===== config.mk =====
export PLATFORM = sky130hd
export DESIGN_NAME = mmi_redc
export DESIGN_NICKNAME = d
export VERILOG_FILES = /design/src/design/mmi_pkg.sv /design/src/design/mmi_redc.sv
export SDC_FILE = /design/constraint.sdc
export NUM_CORES = 2
export LEC_CHECK = 0
export BUFFER_PORTS_ARGS = -buffer_cell sky130_fd_sc_hd__buf_2
export CORE_MARGIN = 3
export CORE_UTILIZATION = 40
export DETAILED_ROUTE_END_ITERATION = 10
export GPL_ROUTABILITY_DRIVEN = 1
export SLEW_MARGIN = 10
export SYNTH_ARGS = -nofsm -noshare
export SYNTH_HDL_FRONTEND = slang
export SYNTH_SLANG_ARGS = --single-unit

===== constraint.sdc =====
create_clock -name clk_i -period 10.3 [get_ports clk_i]
set_input_delay 3.09 -clock clk_i [delete_from_list [all_inputs] [get_ports clk_i]]
set_output_delay 3.09 -clock clk_i [all_outputs]
set_load 0.03 [all_outputs]

===== src/design/mmi_pkg.sv =====
// shared constants, types and state codes for the montgomery inverse block
package mmi_pkg;

  localparam int unsigned WordBits = 64;
  localparam int unsigned HighBits = 62;
  localparam int unsigned NumBits  = 2 * WordBits;
  localparam int unsigned AccBits  = 3 * WordBits;
  localparam int unsigned DigBits  = 32;
  localparam int unsigned ShBits   = 7;
  localparam int unsigned TBits    = 10;
  localparam int unsigned CfgIdxBits = 2;

  typedef logic [NumBits-1:0] num_t;

  // configuration register indexes
  localparam logic [CfgIdxBits-1:0] CfgModLow  = 2'd0;
  localparam logic [CfgIdxBits-1:0] CfgModHigh = 2'd1;
  localparam logic [CfgIdxBits-1:0] CfgNegInv  = 2'd2;

  // request to the reduction unit
  typedef struct packed {
    logic                start;
    num_t                x;
    logic [ShBits-1:0]   n;
    num_t                m;
    logic [WordBits-1:0] invm;
  } redc_req_t;

  // response of the reduction unit
  typedef struct packed {
    logic done;
    num_t result;
  } redc_rsp_t;

  typedef enum logic [2:0] {
    RS_IDLE,
    RS_KMUL,
    RS_KACC,
    RS_MMUL,
    RS_MACC,
    RS_DONE
  } redc_state_e;

  typedef enum logic [3:0] {
    S_IDLE,
    S_PRE,
    S_PREW,
    S_PRECHK,
    S_ASH,
    S_SUB1,
    S_SH1,
    S_SUB2,
    S_SH2,
    S_END,
    S_TCHK,
    S_TW,
    S_NEG,
    S_DBL,
    S_FIN
  } main_state_e;

endpackage


===== src/design/mmi_redc.sv =====
// variable width montgomery reduction (x + k*m) >> n on a shared 32x32 multiplier
module mmi_redc (
  input  logic              clk_i,
  input  logic              rst_ni,
  input  mmi_pkg::redc_req_t req_i,
  output mmi_pkg::redc_rsp_t rsp_o
);

  mmi_pkg::redc_state_e state_q, state_d;

  logic [mmi_pkg::AccBits-1:0]  acc_q;
  logic [mmi_pkg::ShBits-1:0]   n_q;
  logic [mmi_pkg::WordBits-1:0] k_q;
  logic [mmi_pkg::WordBits-1:0] p_q;
  logic [2:0]                   sh_q;
  logic [2:0]                   idx_q;
  mmi_pkg::num_t                m_q;
  logic [mmi_pkg::WordBits-1:0] invm_q;

  logic [mmi_pkg::DigBits-1:0]  opa, opb;
  logic [2:0]                   sh_sel;
  logic [mmi_pkg::WordBits-1:0] kmask;
  logic [mmi_pkg::WordBits-1:0] ksum;
  logic [mmi_pkg::AccBits-1:0]  shifted;

  // operand selection for the current partial product
  always_comb begin
    opa    = '0;
    opb    = '0;
    sh_sel = '0;
    case (state_q)
      mmi_pkg::RS_KMUL: begin
        opa    = (idx_q == 3'd2) ? acc_q[63:32] : acc_q[31:0];
        opb    = (idx_q == 3'd1) ? invm_q[63:32] : invm_q[31:0];
        sh_sel = (idx_q == 3'd0) ? 3'd0 : 3'd1;
      end
      mmi_pkg::RS_MMUL: begin
        opa    = idx_q[2] ? k_q[63:32] : k_q[31:0];
        opb    = m_q[{idx_q[1:0], 5'd0} +: mmi_pkg::DigBits];
        sh_sel = {2'b0, idx_q[2]} + {1'b0, idx_q[1:0]};
      end
      default: begin
        opa    = '0;
        opb    = '0;
        sh_sel = '0;
      end
    endcase
  end

  // masks and shifted partial products
  assign kmask   = ~({mmi_pkg::WordBits{1'b1}} << n_q);
  assign ksum    = k_q + (p_q << {sh_q[0], 5'd0});
  assign shifted = {{mmi_pkg::WordBits{1'b0}}, {mmi_pkg::WordBits{1'b0}}, p_q}
                   << {sh_q, 5'd0};

  // next state
  always_comb begin
    state_d = state_q;
    case (state_q)
      mmi_pkg::RS_IDLE: if (req_i.start) state_d = mmi_pkg::RS_KMUL;
      mmi_pkg::RS_KMUL: state_d = mmi_pkg::RS_KACC;
      mmi_pkg::RS_KACC: state_d = (idx_q == 3'd2) ? mmi_pkg::RS_MMUL : mmi_pkg::RS_KMUL;
      mmi_pkg::RS_MMUL: state_d = mmi_pkg::RS_MACC;
      mmi_pkg::RS_MACC: state_d = (idx_q == 3'd7) ? mmi_pkg::RS_DONE : mmi_pkg::RS_MMUL;
      mmi_pkg::RS_DONE: state_d = mmi_pkg::RS_IDLE;
      default:          state_d = mmi_pkg::RS_IDLE;
    endcase
  end

  always_ff @(posedge clk_i or negedge rst_ni) begin
    if (!rst_ni) begin
      state_q <= mmi_pkg::RS_IDLE;
    end else begin
      state_q <= state_d;
    end
  end

  // datapath
  always_ff @(posedge clk_i) begin
    case (state_q)
      mmi_pkg::RS_IDLE: begin
        if (req_i.start) begin
          acc_q  <= {{mmi_pkg::WordBits{1'b0}}, req_i.x};
          n_q    <= req_i.n;
          m_q    <= req_i.m;
          invm_q <= req_i.invm;
          k_q    <= '0;
          idx_q  <= '0;
        end
      end
      mmi_pkg::RS_KMUL, mmi_pkg::RS_MMUL: begin
        p_q  <= opa * opb;
        sh_q <= sh_sel;
      end
      mmi_pkg::RS_KACC: begin
        if (idx_q == 3'd2) begin
          k_q   <= ksum & kmask;
          idx_q <= '0;
        end else begin
          k_q   <= ksum;
          idx_q <= idx_q + 3'd1;
        end
      end
      mmi_pkg::RS_MACC: begin
        acc_q <= acc_q + shifted;
        idx_q <= idx_q + 3'd1;
      end
      default: begin
      end
    endcase
  end

  logic [mmi_pkg::AccBits-1:0] acc_sh;
  assign acc_sh        = acc_q >> n_q;
  assign rsp_o.done    = (state_q == mmi_pkg::RS_DONE);
  assign rsp_o.result  = acc_sh[mmi_pkg::NumBits-1:0];

endmodule


==> results.cfg <==
[status]
status = complete, no violations

[yosys]
synth_area_leaders = fa_1 (21%), edfxtp_1 (18%), ha_1 (7.6%)
synth_top_area_share_pct = 20.9
yosys.area_share.simple_pct = 17.3
ys_async_sr_fraction_pct = 0.568
ys_seq_elements = 528
synth_top_family_by_area = adder cells
synth.most_common_cell = nand2_1
syn-mean-instance-area_um2 = 8.48
synth.mux.area_fraction_pct = 10.5
synthFlopType = edfxtp_1
seq_area_frac_synth_pct = 18.4
synth.distinct_cells = 103
synth_common_cells = nand2_1 (1,547), nor2_1 (1,278), inv_1 (991)
synth_adder_area_share_pct = 28.5
netlist_instances = 10100
synth_xor_area_share_pct = 3.04
yosysTopAreaCell = fa_1
synth_edf_count = 525
syn_nets = 11900
ys_warn_count = 0
synth-compound-area-share_pct = 14.9
synth_area_mm2 = 0.0860

[placement]
numPortBuffers = 458
dp_hpwl_um = 367000
place_inst = 13100
routabilityCongestion = 1.06

[floorplanning]
ios = 459
die_w_um = 470
die_h_um = 470
core-area_mm2 = 0.213
placement_rows = 169
die-area_mm2 = 0.220
initial_utilization_pct = 40.4

[sta]
finalSetupViolations = 0
rsz0062_at_grt = no
timing.hold.ws_ps = 759
hold_viol = 0
fin_crit_sh_pct = 98.2
worst_pin_slew_ps = 1380
maxSlewHeadroom_pct = 7.75
min_period_ps = 10110
fmax_mhz = 98.9
fin_worst_skew_ps = 64.6
tns_ps = 0
maxSlewViolCount = 0

[clock_tree]
h-tree-depth = 3
cts_sinks = 528
clk_pin_slew_worst_paths_ps = 60
post_cts_resized = 4
numCtsBuffers = 71
cts_buffer_depth = 3
clk_latency_ps = 730
cts_tree = done
clockRootBuffer = clkbuf_16
cts_setup_buffers = 0
ctsHoldBuffers = 0

[pwr]
vdd_drop_max_uv = 212
power_leakage_nw = 42.3
p_per_area_mw_per_mm2 = 54.7

[global_routing]
use_met2_pct = 62.7
use_met3_pct = 6.43
grt_overflow = 0
antenna_found_initial = 25
first_global_vias = 81100
grt_pass1_wl_um = 609000
grt_max_degree = 210
top_usage_layer = met2
use_met1_pct = 44.7
gr-usage-all-layers_pct = 38.7

[run]
max_cap_viol_count = 0

[drt]
drt_wl_total_um = 436000
dr_total_vias = 80300
wl_per_cell_um = 33.0
ant_nets = 0
drc = 0
drtIter0Drc = 8416
firstDrtPassIters = 8
via_per_inst = 6.08

[setup_path]
cp-startpoint = idx_q[0]
path_common_cell = fa_1
critPathMaxFanout = 32
crit_path_start_kind = flop
cp.arrival_ps = 10600
r2r_end = p_q[57]
r2r_slack_ps = 190
slowest_delay_ps = 560
crit_path_end = p_q[57]
worstReg2RegStart = idx_q[0]
path_class = flop to flop
slowest_stage = fa_1
ff2ff_path_depth = 32
cp.required_ps = 10780
end_kind = flop

[layout]
fin_nets = 12100
stdcell_count = 13200
multiInputGateArea_mm2 = 0.0643
final_core_utilization_pct = 44.7
drive_gt1_share_pct = 13.0
syn_to_final_growth_pct = 10.7
fill_cells = 21300
regArea_mm2 = 0.0158

[worst_hold_path]
hold_class = flop to flop
-- routing by layer --
metal	up-vias	share of wire, %	wire, um
met5	-	0.041	179
met4	28	11	46500
met3	1174	6.8	29900
met2	4016	46	199000
met1	40300	37	160000
li1	34800	-	-
-- cell families after synthesis --
group	Yosys count
adders and majority gates	1422
DFF	528
muxes	633
AOI/OAI and AO/OA	2071
buffers and inverters	1667
and+or+nand+nor	3516
xor gates and xnor gates	298
-- sequential cells by signal, summed over array words and instances (netlist names) --
register  count
invm_q       64
acc_q       192
n_q           7
state_q       3
idx_q         3
p_q          64
k_q          64
sh_q          3
m_q         128
-- where the power goes --
part / switching, mW / internal, mW
registers: 0 / 2.35
clock network: 1.14 / 1.60
logic: 0.0635 / 0.0524
total: 1.21 / 4.00
-- worst max-delay path, delay by kind of cell, from the launching register on --
family / cells / cell delay [ps]
XOR/XNOR: 1 / 90
multiplexers: 1 / 420
buffers and inverters: 6 / 1140
AND/OR/NAND/NOR: 4 / 650
flip-flops: 1 / 400
AO/OA/AOI/OAI: 10 / 2740
adder cells (fa/ha/maj): 10 / 4350
-- through the flow --
step	setup WS [ps]	power (mW)	area [um^2]
final	186	5.21	95200
after global routing	2.99	5.32	95200
after CTS	137	5.24	95100
after detailed placement	-584	2.51	92600
after global placement	-389	2.51	92600
after floorplan	174	2.41	86000
-- final cells by class --
class / instances / area share (%)
Timing Repair Buffer: 793 / 5.52
Antenna cell: 14 / 0.0368
Inverter: 995 / 3.94
Clock buffer: 79 / 1.90
Multi-Input combinational cell: 7940 / 67.6
Clock inverter: 49 / 0.691
Sequential cell: 528 / 16.6
Tap cell: 2821 / 3.71
-- how the worst min path moves through the flow --
| stage | startpoint | end | slack, ps | cells past startpoint |
|---|---|---|---|---|
| detailed placement | state_q[0] | state_q[1] | 730 | 3 |
| finish | k_q[63] | k_q[63] | 760 | 3 |
| floorplan | acc_q[0] | acc_q[0] | 650 | 3 |
| global placement | k_q[0] | k_q[0] | 710 | 3 |
| CTS | state_q[0] | state_q[1] | 760 | 3 |
| global route | k_q[63] | k_q[63] | 810 | 3 |
-- layout by cell type (no fill, tap or decap), types with 33 or more instances in the layout --
cell | synthesis | final
nor2b_1 | 73 | 68
o22ai_1 | 43 | 43
edfxtp_1 | 525 | 525
o21a_1 | 88 | 88
nand4_1 | 156 | 156
nor2_1 | 1278 | 1278
fa_1 | 898 | 898
o21ai_1 | 69 | 65
mux2i_1 | 337 | 302
o21ai_0 | 598 | 586
buf_12 | 0 | 36
and2_1 | 128 | 127
a22oi_1 | 33 | 33
mux2_2 | 93 | 93
xor2_1 | 114 | 114
nor3_1 | 73 | 72
a21oi_1 | 564 | 563
buf_2 | 62 | 458
a31oi_1 | 98 | 97
and3_1 | 35 | 35
inv_1 | 991 | 990
clkbuf_16 | 0 | 71
nand2b_1 | 50 | 47
nand3_1 | 76 | 76
o21bai_1 | 78 | 78
xnor2_1 | 184 | 184
mux4_2 | 203 | 203
nand2_1 | 1547 | 1542
a21o_1 | 164 | 164
a211oi_1 | 39 | 39
buf_4 | 8 | 299
ha_1 | 524 | 524
(Power assumes the default switching activity.)
